$ cat config.mk
export PLATFORM = sky130hd
export DESIGN_NAME = prime_implicant_finder
export DESIGN_NICKNAME = d
export VERILOG_FILES = /design/src/hw/rtl/pif_pkg.sv /design/src/hw/rtl/prime_implicant_finder.sv /design/src/hw/rtl/pif_ctrl.sv /design/src/hw/rtl/pif_datapath.sv
export SDC_FILE = /design/constraint.sdc
export NUM_CORES = 1
export LEC_CHECK = 0
export ABC_AREA = 1
export BUFFER_PORTS_ARGS = -buffer_cell sky130_fd_sc_hd__buf_2
export CAP_MARGIN = 5
export CORE_MARGIN = 2
export CORE_UTILIZATION = 65
export CTS_BUF_LIST = sky130_fd_sc_hd__clkbuf_4 sky130_fd_sc_hd__clkbuf_8
export DETAILED_ROUTE_END_ITERATION = 12
export MAX_ROUTING_LAYER = met4
export PLACE_DENSITY = 0.93
export SYNTH_ARGS = -nofsm -noshare
export SYNTH_HDL_FRONTEND = slang
export SYNTH_SLANG_ARGS = --single-unit
$ cat constraint.sdc
create_clock -name clk -period 15.4 [get_ports clk]
set_clock_uncertainty 0.2 [all_clocks]
set_input_delay 2.31 -clock clk [delete_from_list [all_inputs] [get_ports clk]]
set_output_delay 2.31 -clock clk [all_outputs]
set_load 0.01 [all_outputs]
$ cat src/hw/rtl/pif_pkg.sv
package pif_pkg;

  localparam int DEF_VARIABLES = 4;
  localparam int MAX_RESULTS   = 32;

  localparam int KIND_W  = 2;
  localparam int POINT_W = 4;
  localparam int LC_W    = 3;
  localparam int COST_W  = 3;
  localparam int TOTAL_W = 8;
  localparam int CNT_W   = $clog2(MAX_RESULTS + 1);

  localparam logic [LC_W-1:0] LC_RESET = 3'd4;

  // Item kinds.
  localparam logic [KIND_W-1:0] KIND_ON     = 2'd0;
  localparam logic [KIND_W-1:0] KIND_DC     = 2'd1;
  localparam logic [KIND_W-1:0] KIND_FINISH = 2'd2;

  // Commands from the controller to the datapath.
  typedef struct packed {
    logic load_on;
    logic load_dc;
    logic scan_init;
    logic pass1;
    logic pass2;
    logic flush;
  } pif_cmd_t;

  // Status from the datapath to the controller.
  typedef struct packed {
    logic dc_last;
    logic k_last;
  } pif_stat_t;

endpackage

$ cat src/hw/rtl/prime_implicant_finder.sv
// Prime implicant finder for a Boolean function of up to VARIABLES inputs.
// A load item (kind 0 for a minterm, kind 1 for a don't-care point) leaves
// busy low, so the next item can follow at once. A finish item (kind 2)
// raises busy; the controller then makes two sweeps over every (care, dash)
// pair of the variables in use, one pair per cycle: the first sweep tests
// each cube against the loaded points and writes its implicant and prime
// flags into the cube flag memory, the second reads that memory once per
// pair for each dash count and picks out, in order of dash count, dash mask
// and care bits, the primes that cover a minterm. Results appear on the out_
// ports at most one per cycle, each for exactly one cycle and marked by
// out_valid; the receiver cannot stall them, so it must take every strobe as
// it comes. At most 32 results leave per finish; the final one carries
// out_last, and a function with no minterm gives a single result with
// out_term_valid low. Both point sets are cleared when the finish ends. The
// literal_count register is written through the cfg_ port, which is ready
// while busy is low; a value of 0 acts as 1 and values above VARIABLES act
// as VARIABLES.
module prime_implicant_finder import pif_pkg::*; #(
  parameter int VARIABLES = DEF_VARIABLES
) (
  input  logic               clk,
  input  logic               rst_n,
  input  logic               start,
  output logic               busy,
  input  logic [KIND_W-1:0]  in_kind,
  input  logic [POINT_W-1:0] in_point,
  input  logic               cfg_valid,
  output logic               cfg_ready,
  input  logic [LC_W-1:0]    cfg_data,
  output logic               out_valid,
  output logic               out_term_valid,
  output logic [3:0]         out_care_bits,
  output logic [3:0]         out_dash_mask,
  output logic [COST_W-1:0]  out_lit_cost,
  output logic [TOTAL_W-1:0] out_run_cost,
  output logic               out_last
);

  pif_cmd_t  cmd;
  pif_stat_t stat;

  // The register is only written between items.
  assign cfg_ready = !busy;

  pif_ctrl u_ctrl (
    .clk   (clk),
    .rst_n (rst_n),
    .start (start),
    .kind  (in_kind),
    .stat  (stat),
    .cmd   (cmd),
    .busy  (busy)
  );

  pif_datapath #(
    .VARIABLES (VARIABLES)
  ) u_datapath (
    .clk            (clk),
    .rst_n          (rst_n),
    .cmd            (cmd),
    .stat           (stat),
    .point          (in_point),
    .cfg_we         (cfg_valid && cfg_ready),
    .cfg_data       (cfg_data),
    .out_valid      (out_valid),
    .out_term_valid (out_term_valid),
    .out_care_bits  (out_care_bits),
    .out_dash_mask  (out_dash_mask),
    .out_lit_cost   (out_lit_cost),
    .out_run_cost   (out_run_cost),
    .out_last       (out_last)
  );

endmodule

$ cat src/hw/rtl/pif_ctrl.sv
module pif_ctrl import pif_pkg::*; (
  input  logic              clk,
  input  logic              rst_n,
  input  logic              start,
  input  logic [KIND_W-1:0] kind,
  input  pif_stat_t         stat,
  output pif_cmd_t          cmd,
  output logic              busy
);

  typedef enum logic [2:0] {
    ST_IDLE,
    ST_PASS1,
    ST_PASS2,
    ST_DRAIN,
    ST_FLUSH
  } state_t;

  state_t state_r, state_nxt;
  logic   busy_r;

  always_comb begin
    state_nxt = state_r;
    cmd       = '0;
    case (state_r)
      ST_IDLE: begin
        if (start) begin
          case (kind)
            KIND_ON:     cmd.load_on = 1'b1;
            KIND_DC:     cmd.load_dc = 1'b1;
            KIND_FINISH: begin
              cmd.scan_init = 1'b1;
              state_nxt     = ST_PASS1;
            end
            default: ;
          endcase
        end
      end
      ST_PASS1: begin
        cmd.pass1 = 1'b1;
        if (stat.dc_last) state_nxt = ST_PASS2;
      end
      ST_PASS2: begin
        cmd.pass2 = 1'b1;
        if (stat.dc_last && stat.k_last) state_nxt = ST_DRAIN;
      end
      ST_DRAIN: state_nxt = ST_FLUSH;
      ST_FLUSH: begin
        cmd.flush = 1'b1;
        state_nxt = ST_IDLE;
      end
      default: state_nxt = ST_IDLE;
    endcase
  end

  always_ff @(posedge clk) begin
    if (!rst_n) begin
      state_r <= ST_IDLE;
      busy_r  <= 1'b0;
    end else begin
      state_r <= state_nxt;
      busy_r  <= (state_nxt != ST_IDLE);
    end
  end

  assign busy = busy_r;

endmodule

$ cat src/hw/rtl/pif_datapath.sv
module pif_datapath import pif_pkg::*; #(
  parameter int VARIABLES = DEF_VARIABLES
) (
  input  logic               clk,
  input  logic               rst_n,
  input  pif_cmd_t           cmd,
  output pif_stat_t          stat,
  input  logic [POINT_W-1:0] point,
  input  logic               cfg_we,
  input  logic [LC_W-1:0]    cfg_data,
  output logic               out_valid,
  output logic               out_term_valid,
  output logic [3:0]         out_care_bits,
  output logic [3:0]         out_dash_mask,
  output logic [COST_W-1:0]  out_lit_cost,
  output logic [TOTAL_W-1:0] out_run_cost,
  output logic               out_last
);

  localparam int V     = VARIABLES;
  localparam int PTS   = 1 << V;
  localparam int CUBES = 3 ** V;
  localparam int IDX_W = $clog2(CUBES);
  localparam int N_W   = $clog2(V + 1);

  // True when every point of the cube lies in the allowed set.
  function automatic logic cube_in(input logic [V-1:0] c, input logic [V-1:0] d,
                                   input logic [PTS-1:0] allow);
    logic ok;
    ok = 1'b1;
    for (int p = 0; p < PTS; p++) begin
      if (((V'(p) & ~d) == c) && !allow[p]) ok = 1'b0;
    end
    return ok;
  endfunction

  // True when some point of the cube lies in the given set.
  function automatic logic cube_hits(input logic [V-1:0] c, input logic [V-1:0] d,
                                     input logic [PTS-1:0] set);
    logic hit;
    hit = 1'b0;
    for (int p = 0; p < PTS; p++) begin
      if (((V'(p) & ~d) == c) && set[p]) hit = 1'b1;
    end
    return hit;
  endfunction

  // Base-three cube address: a dash is digit 2, a fixed bit its value.
  function automatic logic [IDX_W-1:0] cube_idx(input logic [V-1:0] c,
                                                input logic [V-1:0] d);
    logic [IDX_W-1:0] acc;
    logic [IDX_W-1:0] w;
    acc = '0;
    w   = IDX_W'(1);
    for (int i = 0; i < V; i++) begin
      if (d[i])      acc = acc + (w << 1);
      else if (c[i]) acc = acc + w;
      w = w + (w << 1);
    end
    return acc;
  endfunction

  logic [LC_W-1:0]    lc_r;
  logic [PTS-1:0]     on_r, dc_r;
  logic [V-1:0]       c_r, d_r;
  logic [N_W-1:0]     k_r;
  logic [N_W-1:0]     n_used;
  logic [V-1:0]       full;
  logic [V-1:0]       pt;
  logic [PTS-1:0]     allow;
  logic [IDX_W-1:0]   idx;
  logic               impl;
  logic [V-1:0]       nb_impl;
  logic               prime;
  logic               disjoint;
  logic               issue;

  logic [1:0]         flags_mem [CUBES];
  logic [1:0]         flag_rd_r;

  logic               rd_pend_r;
  logic [V-1:0]       c_s_r, d_s_r;
  logic [COST_W-1:0]  cost_s_r;
  logic               hit_s_r;

  logic [CNT_W-1:0]   count_r;
  logic [TOTAL_W-1:0] sum_r;
  logic [TOTAL_W:0]   sum_wide;
  logic [TOTAL_W-1:0] sum_nxt;
  logic               qual;

  logic               have_pend_r;
  logic [V-1:0]       pc_r, pd_r;
  logic [COST_W-1:0]  pcost_r;
  logic [TOTAL_W-1:0] psum_r;

  logic               out_valid_r, out_term_valid_r, out_last_r;
  logic [3:0]         out_care_r, out_dash_r;
  logic [COST_W-1:0]  out_cost_r;
  logic [TOTAL_W-1:0] out_total_r;

  always_comb begin
    if (lc_r == '0)               n_used = N_W'(1);
    else if (32'(lc_r) > V)       n_used = N_W'(V);
    else                          n_used = N_W'(lc_r);
  end

  assign full     = ~({V{1'b1}} << n_used);
  assign pt       = V'(32'(point)) & full;
  assign allow    = on_r | dc_r;
  assign idx      = cube_idx(c_r, d_r);
  assign disjoint = ((c_r & d_r) == '0);
  assign impl     = cube_in(c_r, d_r, allow);

  always_comb begin
    for (int b = 0; b < V; b++) begin
      nb_impl[b] = cube_in(c_r & ~(V'(1) << b), d_r | (V'(1) << b), allow);
    end
  end

  // Prime: no cube with one more dash among the used variables is an implicant.
  assign prime = impl && ((nb_impl & ~d_r & full) == '0);

  assign issue = cmd.pass2 && disjoint && (N_W'($countones(d_r)) == k_r);

  assign stat.dc_last = (c_r == full) && (d_r == full);
  assign stat.k_last  = (k_r == n_used);

  assign sum_wide = {1'b0, sum_r} + (TOTAL_W + 1)'(cost_s_r);
  assign sum_nxt  = sum_wide[TOTAL_W] ? {TOTAL_W{1'b1}} : sum_wide[TOTAL_W-1:0];
  assign qual     = rd_pend_r && (flag_rd_r == 2'b11) && hit_s_r &&
                    (count_r < CNT_W'(MAX_RESULTS));

  // Cube flag store: written during the first pass, read during the second.
  always_ff @(posedge clk) begin
    if (cmd.pass1 && disjoint) flags_mem[idx] <= {prime, impl};
    flag_rd_r <= flags_mem[idx];
  end

  // Control state.
  always_ff @(posedge clk) begin
    if (!rst_n) begin
      lc_r        <= LC_RESET;
      on_r        <= '0;
      dc_r        <= '0;
      c_r         <= '0;
      d_r         <= '0;
      k_r         <= '0;
      rd_pend_r   <= 1'b0;
      count_r     <= '0;
      sum_r       <= '0;
      have_pend_r <= 1'b0;
      out_valid_r <= 1'b0;
    end else begin
      if (cfg_we) lc_r <= cfg_data;
      if (cmd.load_on) on_r[pt] <= 1'b1;
      if (cmd.load_dc) dc_r[pt] <= 1'b1;

      if (cmd.scan_init) begin
        c_r         <= '0;
        d_r         <= '0;
        k_r         <= '0;
        count_r     <= '0;
        sum_r       <= '0;
        have_pend_r <= 1'b0;
      end else if (cmd.pass1 || cmd.pass2) begin
        if (c_r == full) begin
          c_r <= '0;
          if (d_r == full) begin
            d_r <= '0;
            if (cmd.pass2) k_r <= k_r + N_W'(1);
          end else begin
            d_r <= d_r + V'(1);
          end
        end else begin
          c_r <= c_r + V'(1);
        end
      end

      rd_pend_r   <= issue;
      out_valid_r <= (qual && have_pend_r) || cmd.flush;

      if (qual) begin
        count_r     <= count_r + CNT_W'(1);
        sum_r       <= sum_nxt;
        have_pend_r <= 1'b1;
      end

      if (cmd.flush) begin
        have_pend_r <= 1'b0;
        on_r        <= '0;
        dc_r        <= '0;
      end
    end
  end

  // Payload: read stage, held prime and the result register.
  always_ff @(posedge clk) begin
    c_s_r    <= c_r;
    d_s_r    <= d_r;
    cost_s_r <= COST_W'(n_used) - COST_W'(k_r);
    hit_s_r  <= cube_hits(c_r, d_r, on_r);

    if (qual) begin
      pc_r    <= c_s_r;
      pd_r    <= d_s_r;
      pcost_r <= cost_s_r;
      psum_r  <= sum_nxt;
    end

    if (qual && have_pend_r) begin
      out_term_valid_r <= 1'b1;
      out_care_r       <= 4'(pc_r);
      out_dash_r       <= 4'(pd_r);
      out_cost_r       <= pcost_r;
      out_total_r      <= psum_r;
      out_last_r       <= 1'b0;
    end else if (cmd.flush) begin
      out_last_r <= 1'b1;
      if (have_pend_r) begin
        out_term_valid_r <= 1'b1;
        out_care_r       <= 4'(pc_r);
        out_dash_r       <= 4'(pd_r);
        out_cost_r       <= pcost_r;
        out_total_r      <= psum_r;
      end else begin
        out_term_valid_r <= 1'b0;
        out_care_r       <= '0;
        out_dash_r       <= '0;
        out_cost_r       <= '0;
        out_total_r      <= '0;
      end
    end
  end

  assign out_valid      = out_valid_r;
  assign out_term_valid = out_term_valid_r;
  assign out_care_bits  = out_care_r;
  assign out_dash_mask  = out_dash_r;
  assign out_lit_cost   = out_cost_r;
  assign out_run_cost   = out_total_r;
  assign out_last       = out_last_r;

  a_count_bound: assert property (@(posedge clk) disable iff (!rst_n)
    count_r <= CNT_W'(MAX_RESULTS))
    else $error("more primes accepted than results allowed");

  a_flush_emits_last: assert property (@(posedge clk) disable iff (!rst_n)
    cmd.flush |=> out_valid && out_last)
    else $error("finish did not end with a last result");

  a_empty_result: assert property (@(posedge clk) disable iff (!rst_n)
    out_valid && !out_term_valid |-> out_last && out_run_cost == '0 &&
                                     out_dash_mask == '0)
    else $error("empty answer malformed");

  a_cube_form: assert property (@(posedge clk) disable iff (!rst_n)
    out_valid && out_term_valid |-> (out_care_bits & out_dash_mask) == '0 &&
                                    out_run_cost >= TOTAL_W'(out_lit_cost))
    else $error("prime has care bits under a dash or a short total");

endmodule

======== Word level (Yosys, flattened, before mapping) ========
Memory sizes are Yosys's and may differ from the RTL's. A register that Yosys moved wholly into a read port is not among the register bits.
Cells that the tools add are included.
word-level totals
  RAM bits ................................ 162
  register bits ........................... 119
  memories ................................ 1
  input bits .............................. 13
  output and inout port bits .............. 24
  word-level logic and storage cells ...... 423
operators by class
  equal/unequal tests ..................... 86
  multiplexer cells ....................... 130
  magnitude comparators ................... 4
  reduce and logical (&&, ||, !) cells .... 145
  add/sub/neg operators ................... 15
  shift-type cells ........................ 1
  bitwise logic cells ..................... 14
memory list
  name                  depth  width  rd ports  clocked after Yosys merged registers in  write ports  RTL line            source
  u_datapath.flags_mem  81     2      1         1                                        1            pif_datapath.sv:78  logic [1:0] flags_mem [CUBES];
operators by type and width
  operator                                                        count
  1-bit logical AND                                               108
  1-bit 2-to-1 mux                                                94
  4-bit == test                                                   22
  3-bit == test                                                   18
  3-bit by 4-bit == test with 1-bit output                        12
  8-bit 2-to-1 mux                                                6
  16-bit OR                                                       3
  7-bit 2-to-1 mux                                                6
  3-bit 2-to-1 mux                                                11
  4-bit by 3-bit == test with 1-bit output                        8
  4-bit 2-to-1 mux                                                8
  4-bit logical NOT                                               7
  2-bit by 3-bit == test with 1-bit output                        8
  4-bit inverter                                                  6
  2-bit by 4-bit == test with 1-bit output                        5
  1-bit logical NOT                                               17
  4-bit AND                                                       4
  15-bit OR reduction                                             1
  7-bit by 5-bit adder with 7-bit output (second input constant)  2
  1-bit by 3-bit == test with 1-bit output                        4
  6-bit 2-to-1 mux                                                2
  3-bit case mux with 4 select lines                              1
  8-bit by 3-bit adder with 9-bit output                          1
  4-bit by 1-bit adder with 4-bit output (second input constant)  2
  other kinds (31)                                                39

======== Longest topological paths before layout ========
Gate-level depths: netlist of run 1.
  depth in word-level cells ............... 23
  depth in mapped cells ................... 27
  gate-level depth less buffers ........... 26

======== Cells and area by module ========
A second synthesis of run 1 with hierarchy kept.
second synthesis, totals
  cell total of the unflattened synthesis .. 1563
  area, all modules ....................... 13549.2 um^2
by module, submodules not included
  module                  area an instance (um^2)  cells an instance  instances
  pif_datapath            13282.7                  1520               1
  pif_ctrl                252.7                    40                 1
  prime_implicant_finder  13.8                     3                  1

======== Worst setup path after synthesis of run 1 ========
No wires, ideal clock.
  path type ............................... flip-flop to flip-flop
  from .................................... register u_datapath.c_r[0]
  to ...................................... memory u_datapath.flags_mem[0][1] (data pin)
  clock period less this slack ............ 8.435 ns
  path buffers ............................ 0
  arrival time ............................ 7.198 ns
  library setup time ...................... 1.037 ns
  cell stages (with the launch flop) ...... 14
  setup slack ............................. 6.965 ns
  data required time ...................... 14.163 ns
  path through ............................ dfxtp_1 -> inv_1 -> ha_1 -> inv_1 -> nor2_1 -> nand2_1 -> nor2_1 -> a2111oi_0 -> nor2_1 -> nor2_1 -> o21ai_0 -> inv_1 -> nand2_1 -> nor4_1
RTL lines
  item                            RTL line             source
  from (decl)                     pif_datapath.sv:65   logic [V-1:0] c_r, d_r;
  from (signal assigned)          pif_datapath.sv:176  c_r <= c_r + V'(1);
  4-bit logical NOT               pif_datapath.sv:32   if (((V'(p) & ~d) == c) && !allow[p]) ok = 1'b0;
  1-bit logical AND               pif_datapath.sv:32
  1-bit 2-to-1 mux (15 in a row)  pif_datapath.sv:32
  1-bit 2-to-1 mux *              pif_datapath.sv:32
  named net u_datapath.impl       pif_datapath.sv:72   logic impl;
  1-bit logical AND *             pif_datapath.sv:122  assign prime = impl && ((nb_impl & ~d_r & full) == '0);
  named net u_datapath.prime      pif_datapath.sv:74   logic prime;
  to (decl)                       pif_datapath.sv:78
Mark *: on every way through the listed nets, which the timed path passes. The rest lies on a longest branch.

======== Worst setup path after layout of run 1 ========
  from .................................... register u_datapath.d_r[0]
  to ...................................... memory u_datapath.flags_mem[55][0] (enable)
on the way
  longest elaborated chain between the ends .. 10
RTL lines
  item                                    RTL line             source
  from (decl)                             pif_datapath.sv:65
  from (signal assigned)                  pif_datapath.sv:173  d_r <= d_r + V'(1);
  2-bit 2-to-1 mux                        pif_datapath.sv:56   if (d[i]) acc = acc + (w << 1);
  2-bit by 2-bit adder with 3-bit output  pif_datapath.sv:57   else if (c[i]) acc = acc + w;
  7-bit 2-to-1 mux                        pif_datapath.sv:57
  7-bit 2-to-1 mux                        pif_datapath.sv:56
  7-bit by 4-bit adder with 7-bit output  pif_datapath.sv:57
  7-bit 2-to-1 mux                        pif_datapath.sv:57
  7-bit 2-to-1 mux                        pif_datapath.sv:56
  7-bit by 5-bit adder with 7-bit output  pif_datapath.sv:57
  7-bit 2-to-1 mux                        pif_datapath.sv:57
  7-bit 2-to-1 mux                        pif_datapath.sv:56
Several ways; a longest one is shown, not always the timed one.

==> results of run 1 <==
==> worst max-delay path, delay by kind of cell, from the launching register on <==
kind	cells	cell delay, ns
AOI/OAI and AO/OA	1	0.17
adders and majority gates	3	0.77
buffers and inverters	3	0.95
DFF	1	0.47
and+or+nand+nor	10	2.77
==> per-layer routing <==
metal / up-vias / global-route usage / share of wire
li1: 5224 / - / -
met1: 5040 / 0.403 / 0.41
met2: 626 / 0.468 / 0.47
met3: 92 / 0.0552 / 0.094
met4: 0 / 0.0943 / 0.024
met5: - / - / 0
==> cell type report <==
class,instances,share of cell area
clock inverters,17,0.00771
clock buffers,60,0.0496
inverters,139,0.0358
flip-flops and latches,283,0.519
well taps,270,0.0229
multi-input cells,1093,0.349
repair buffers,44,0.0163
==> where the power goes <==
| group | total, uW | switching, uW | internal [uW] |
|---|---|---|---|
| logic | 129 | 95.1 | 33.8 |
| registers | 833 | 3.96 | 829 |
| clock network | 608 | 282 | 326 |
==> cells by family (layout without fill, tap and decap cells) <==
kind of cell | Yosys count | in the layout | synth area share
simple gates | 912 | 912 | 0.282
xor+xnor | 7 | 7 | 0.00451
compound gates | 145 | 145 | 0.0622
flops | 283 | 283 | 0.564
fa+ha+maj | 29 | 29 | 0.0284
buf+inv | 190 | 260 | 0.0586
==> through the flow <==
stage / cells / hold WS (ns) / utilization / cell area, um^2
6_report: 1906 / 0.198 / 0.725 / 14800
5_1_grt: 1906 / 0.207 / 0.725 / 14800
4_1_cts: 1906 / 0.202 / 0.725 / 14800
3_5_place_dp: 1829 / 0.191 / 0.684 / 13900
3_3_place_gp: 1829 / 0.189 / 0.684 / 13900
2_1_floorplan: 1566 / 0.150 / - / 13600
==> final timing paths <==
path / from / to / cells after the start
min: u_datapath.c_s_r[3] / u_datapath.pc_r[3] / 0
max reg2reg: u_datapath.d_r[0] / u_datapath.flags_mem[55][0] / 17
min reg2reg: u_datapath.c_s_r[3] / u_datapath.pc_r[3] / 0
max: u_datapath.d_r[0] / u_datapath.flags_mem[55][0] / 17
==> sequential cells by signal, indices dropped and copies added (netlist names), 6 cells and up <==
| register | flops |
|---|---|
| u_datapath.on_r | 16 |
| u_datapath.psum_r | 8 |
| u_datapath.out_run_cost | 8 |
| u_datapath.flags_mem | 162 |
| u_datapath.dc_r | 16 |
| u_datapath.count_r | 6 |
| u_datapath.sum_r | 8 |
==> synthesized netlist by cell type, drive strengths merged, types with 2 or more instances <==
master,n
nand4,15
buf,38
a311oi,3
nor4,9
a211oi,3
or2,6
edfxtp,200
o211ai,7
fa,3
inv,138
o32ai,2
o22ai,8
nor2,185
ha,26
a21oi,67
clkbuf,13
a221oi,5
dfxtp,83
xor2,6
nor3,13
nand3,83
nand2,595
nand3b,2
a31oi,2
and3,3
o21ai,42
==> cell usage in the layout, fill, tap and decap left out, types with 3 or more instances in the layout <==
master	synthesis	layout
clkbuf_8	0	45
nand3_2	8	8
inv_2	7	8
xor2_1	6	6
o21ai_0	41	41
buf_2	27	36
nand4_1	15	15
buf_4	5	8
clkinv_2	0	4
or2_2	6	6
clkinv_1	1	10
a211oi_1	3	3
o22ai_1	7	7
nand2_2	13	14
o211ai_1	7	7
a221oi_1	5	5
nand3_1	73	73
nor2_4	4	4
inv_1	128	127
nor4_1	8	5
dfxtp_1	83	83
edfxtp_1	200	200
nor3_1	13	13
and3_1	3	3
fa_1	3	3
nor2_1	179	179
nand2_1	576	575
inv_4	3	3
ha_1	26	26
a21oi_1	66	66
nor4_2	1	4
a311oi_1	3	3
nand2_4	6	6
clkbuf_4	0	15
==> summary.md, run 1 <==
| Metric | Value |
|---|---|
| Vias | `11.0k` |
| Chip Width | `149 um` |
| DRC violations left | `0` |
| Endpoint type of the worst setup path | `register` |
| Worst slack, placed | `10.02 ns` |
| CTS HTree Levels | `2` |
| # setup viols final | `0` |
| DPL Wire Length | `20600 um` |
| Die area | `0.0221 mm^2` |
| Slew Limit Fails | `0` |
| Power Total | `1570 uW` |
| Period minus WS final | `5.67 ns` |
| Main synth FF type | `edfxtp_1` |
| Largest net degree at the start of global routing | `82` |
| Leakage | `0.00623 uW` |
| Diodes inserted | `0` |
| CTS tree | `built` |
| Syn Area/Cell | `8.68 um^2` |
| CTS root buf | `clkbuf_8` |
| Sink Count | `283` |
| Port Buffers | `36` |
| Worst-path clk slew | `0.06 ns` |
| Mapped Area | `0.0136 mm^2` |
| Setup Buffers After CTS | `0` |
| Crit path top cell by count | `nand2_1` |
| Max stage delay on crit path | `0.66 ns` |
| Status | `finished clean` |
| Core area | `0.0204 mm^2` |
| Crit Path Max Fanout | `46` |
| Vias in the first global route | `10.3k` |
| Sequential area share after synthesis | `0.564` |
| FP Rows | `52` |
| Number of max-cap violations | `0` |
| Max frequency | `0.176 GHz` |
| NumNets Final | `1646` |
| GPL Wtd Cong | `0.984` |
| Crit-path slowest cell | `inv_2` |
| Area growth from synthesis to layout | `8.67%` |
| Mapped Cells | `1566` |
| Ranking of synthesized cells by area | `edfxtp_1 (44%), nand2_1 (16%), dfxtp_1 (12%)` |
| Synth Register Bits | `283` |
| Routed wire length | `31500 um` |
| Crit path cell chain | `inv_1 -> ha_1 -> inv_1 -> nand3_1 -> nand2_1 -> ha_1 -> a21oi_1 -> nand2_1 -> nand2_1 -> ha_1 -> nor2_1 -> nor2_1 -> nand2_1 -> nand2_2 -> inv_2 -> nand4_1 -> nor2_1` |
| Fillcell total | `1368` |
| 1st-pass router iterations | `8` |
| Critical path type | `reg -> reg` |
| Clock Latency Late Sink | `0.57 ns` |
| YS warnings | `0` |
| Worst Path Arrival | `5.71 ns` |
| Final period util | `0.368` |
| Hold-fix buffers, CTS | `0` |
| Maximum vdd ir drop | `0.0681 mV` |
| Critical Path Source Type | `register` |
| CTS Buf Count | `43` |
| Setup TNS | `0 ns` |
| CTS Buffer Depth | `3` |
| Final hold violations | `0` |
| Die height | `149 um` |
| Initial core utilization | `0.667` |
| CP required | `15.44 ns` |
| DRT iter0 DRCs | `1629` |
| Hold Crit Class | `reg -> reg` |
| Post-synth EDFFs | `200` |
| Worst Tran Pin Value | `1.09 ns` |
| Cell taking the most area after synthesis | `edfxtp_1` |
| Vias per std cell | `5.76` |
| RSZ-0062 raised after global routing | `false` |
| Distinct cells, synth | `51` |
| Async S/R FF share, synth | `0` |
| Setup ws final | `9.73 ns` |
| Post-CTS sizing | `0` |
| Routed Antenna Nets | `0` |
| Slew HR | `0.273` |
| Global-route wire length before repair | `51100 um` |
| Top cell type's share of synthesized area | `0.442` |
| Pwr per Cell Area | `106 mW/mm^2` |
| Synth Net Count | `1608` |
| Register-to-register setup slack | `9.73 ns` |
| Reg area | `0.00767 mm^2` |
| Multi-input logic area | `0.00515 mm^2` |
| Initial antenna violation count | `0` |
| Grt ovf | `0` |
| I/O Pins | `37` |
| Layout cell share with drive strength beyond 1 | `0.106` |
| All-layer global routing usage | `0.299` |
| DR WL/cell | `16.6 um` |
No activity file was read; power rests on OpenSTA's default activity.
==> run 2, diff against run 1 <==
==> constraint.sdc (replaced) <==
create_clock -name clk -period 5.7 [get_ports clk]
set_clock_uncertainty 0.2 [all_clocks]
set_input_delay 0.855 -clock clk [delete_from_list [all_inputs] [get_ports clk]]
set_output_delay 0.855 -clock clk [all_outputs]
set_load 0.01 [all_outputs]
==> summary.md, run 2 (synthesis gave the netlist of run 1 again) <==
| Metric | Value |
|---|---|
| Status | `finished clean` |
| Most flops, register | `u_datapath.flags_mem` |
| 1st-pass router iterations | `6 (-2)` |
| Hold Crit Class | `reg -> reg` |
| Chip Width | `149 um (unchanged)` |
| All-layer global routing usage | `0.303 (+0.00401)` |
| Setup ws final | `0.788 ns (-8.94 ns)` |
| Pwr per Cell Area | `297 mW/mm^2 (+180%)` |
| DPL Wire Length | `21200 um (+3.4%)` |
| # setup viols final | `0 (unchanged)` |
| Multi-input logic area | `0.00516 mm^2 (+0.17%)` |
| Register-to-register setup slack | `0.79 ns (-8.94 ns)` |
| Vias | `11.0k (+0.44%)` |
| Top Registers | `u_datapath.flags_mem x162, u_datapath.dc_r x16, u_datapath.on_r x16` |
| DP Cell Count | `1835 (+0.33%)` |
| Routed wire length | `31900 um (+1.2%)` |
| GPL Wtd Cong | `0.996 (+1.2%)` |
| CTS tree | `built` |
| FP Rows | `52 (unchanged)` |
| Critical path type | `reg -> reg` |
| Initial antenna violation count | `0 (unchanged)` |
| Crit Path Max Fanout | `24 (-48%)` |
| CTS root buf | `clkbuf_8` |
| DRT iter0 DRCs | `1322 (-19%)` |
| Die height | `149 um (unchanged)` |
| Commonest non-fill, non-tap cell in the layout | `nand2_1` |
| Global-route wire length before repair | `51500 um (+0.92%)` |
| Finished Layout Cells | `1915 (+0.47%)` |
| CTS Buffer Depth | `3 (unchanged)` |
| CTS HTree Levels | `2 (unchanged)` |
| Routed Antenna Nets | `0 (unchanged)` |
| Diodes inserted | `0 (unchanged)` |
| Vias per std cell | `5.76 (about the same)` |
| Slew Limit Fails | `0 (unchanged)` |
| NumNets Final | `1653 (+0.43%)` |
| CP required | `5.73 ns (-9.71 ns)` |
| Critical Path Source Type | `register` |
| Clock Latency Late Sink | `0.57 ns (about the same)` |
| Port Buffers | `36 (unchanged)` |
| DR WL/cell | `16.7 um (+0.77%)` |
| Worst-path clk slew | `0.06 ns (about the same)` |
| CTS Buf Count | `44 (+2.3%)` |
| DRC violations left | `0 (unchanged)` |
| Max frequency | `0.204 GHz (+15%)` |
| Layout cell share with drive strength beyond 1 | `0.112 (+0.00611)` |
| Worst hold slack | `0.202 ns (+0.00451 ns)` |
| Largest net degree at the start of global routing | `82 (unchanged)` |
| Setup Buffers After CTS | `0 (unchanged)` |
| Commonest cells after routing, fill and taps aside | `nand2_1 (575), edfxtp_1 (200), nor2_1 (179)` |
| Maximum vdd ir drop | `0.236 mV (+250%)` |
| Final period util | `0.862 (+0.493)` |
| I/O Pins | `37 (unchanged)` |
| Endpoint type of the worst setup path | `register` |
| Reg area | `0.00767 mm^2 (unchanged)` |
| RSZ-0062 raised after global routing | `false` |
| Leakage | `0.00631 uW (+1.3%)` |
| Slew HR | `0.279 (+0.00569)` |
| Number of max-cap violations | `0 (unchanged)` |
| Area growth from synthesis to layout | `9.87%` |
| Core area | `0.0204 mm^2 (unchanged)` |
| Initial core utilization | `0.667 (unchanged)` |
| Setup TNS | `0 ns (unchanged)` |
| Worst slack, placed | `0.989 ns (-9.04 ns)` |
| Post-CTS sizing | `0 (unchanged)` |
| Die area | `0.0221 mm^2 (unchanged)` |
| Worst Tran Pin Value | `1.08 ns (-0.00851 ns)` |
| Vias in the first global route | `10.7k (+4.1%)` |
| Grt ovf | `0 (unchanged)` |
| Period minus WS final | `4.91 ns (-0.761 ns)` |
| Fillcell total | `1375 (+0.51%)` |
| Final hold violations | `0 (unchanged)` |
| Sink Count | `283 (unchanged)` |
| Max reg flops | `162 (unchanged)` |
| Hold-fix buffers, CTS | `0 (unchanged)` |
| Worst Path Arrival | `4.94 ns (-0.77 ns)` |
-- run 2: cell type report --
class / count / share of cell area
sequential: 283 / 0.514
timing repair buffer: 50 / 0.0191
inverter: 139 / 0.0354
tap: 270 / 0.0226
clock inverter: 21 / 0.0142
clock buffer: 59 / 0.0498
multi-input combinational: 1093 / 0.345
-- run 2: metal layers --
metal,wire [um],global-route usage,part of all wire
met4,1090,0.119,0.034
met3,2840,0.0546,0.089
met1,12800,0.384,0.40
met5,0,-,0
met2,15200,0.491,0.48
-- run 2: through the flow --
step / total power [uW] / util / cell area [um^2]
5_1_grt: 4570 / 0.733 / 14900
6_report: 4430 / 0.733 / 14900
3_3_place_gp: 2630 / 0.686 / 14000
2_1_floorplan: 2540 / - / 13600
3_5_place_dp: 2640 / 0.686 / 14000
4_1_cts: 4430 / 0.733 / 14900
-- run 2: where the power goes --
part / internal [uW] / switching, uW
sequential: 2240 / 10.6
combinational: 93.8 / 259
clock: 1040 / 792
-- run 2: final timing paths --
check | start | endpoint | depth (start not counted)
worst min-delay path | u_datapath.d_s_r[2] | u_datapath.pd_r[2] | 0
worst max-delay path | u_datapath.c_r[0] | u_datapath.flags_mem[33][1] | 17
worst min register to register | u_datapath.d_s_r[2] | u_datapath.pd_r[2] | 0
worst max register to register | u_datapath.c_r[0] | u_datapath.flags_mem[33][1] | 17
-- run 2: critical path, stage by stage (launching register included) --
cell and delay, ns:
dfxtp_1 0.56, inv_1 0.19, ha_1 0.22, nand2_1 0.09, nand3_2 0.10, nand2_1 0.09
inv_2 0.06, ha_1 0.27, a21oi_1 0.06, nand2_1 0.13, nand2_1 0.14, ha_1 0.24
nor2_1 0.13, nand3b_1 0.15, nand3_1 0.09, nand2_1 0.60, nand4_1 0.82, nor2_1 0.43
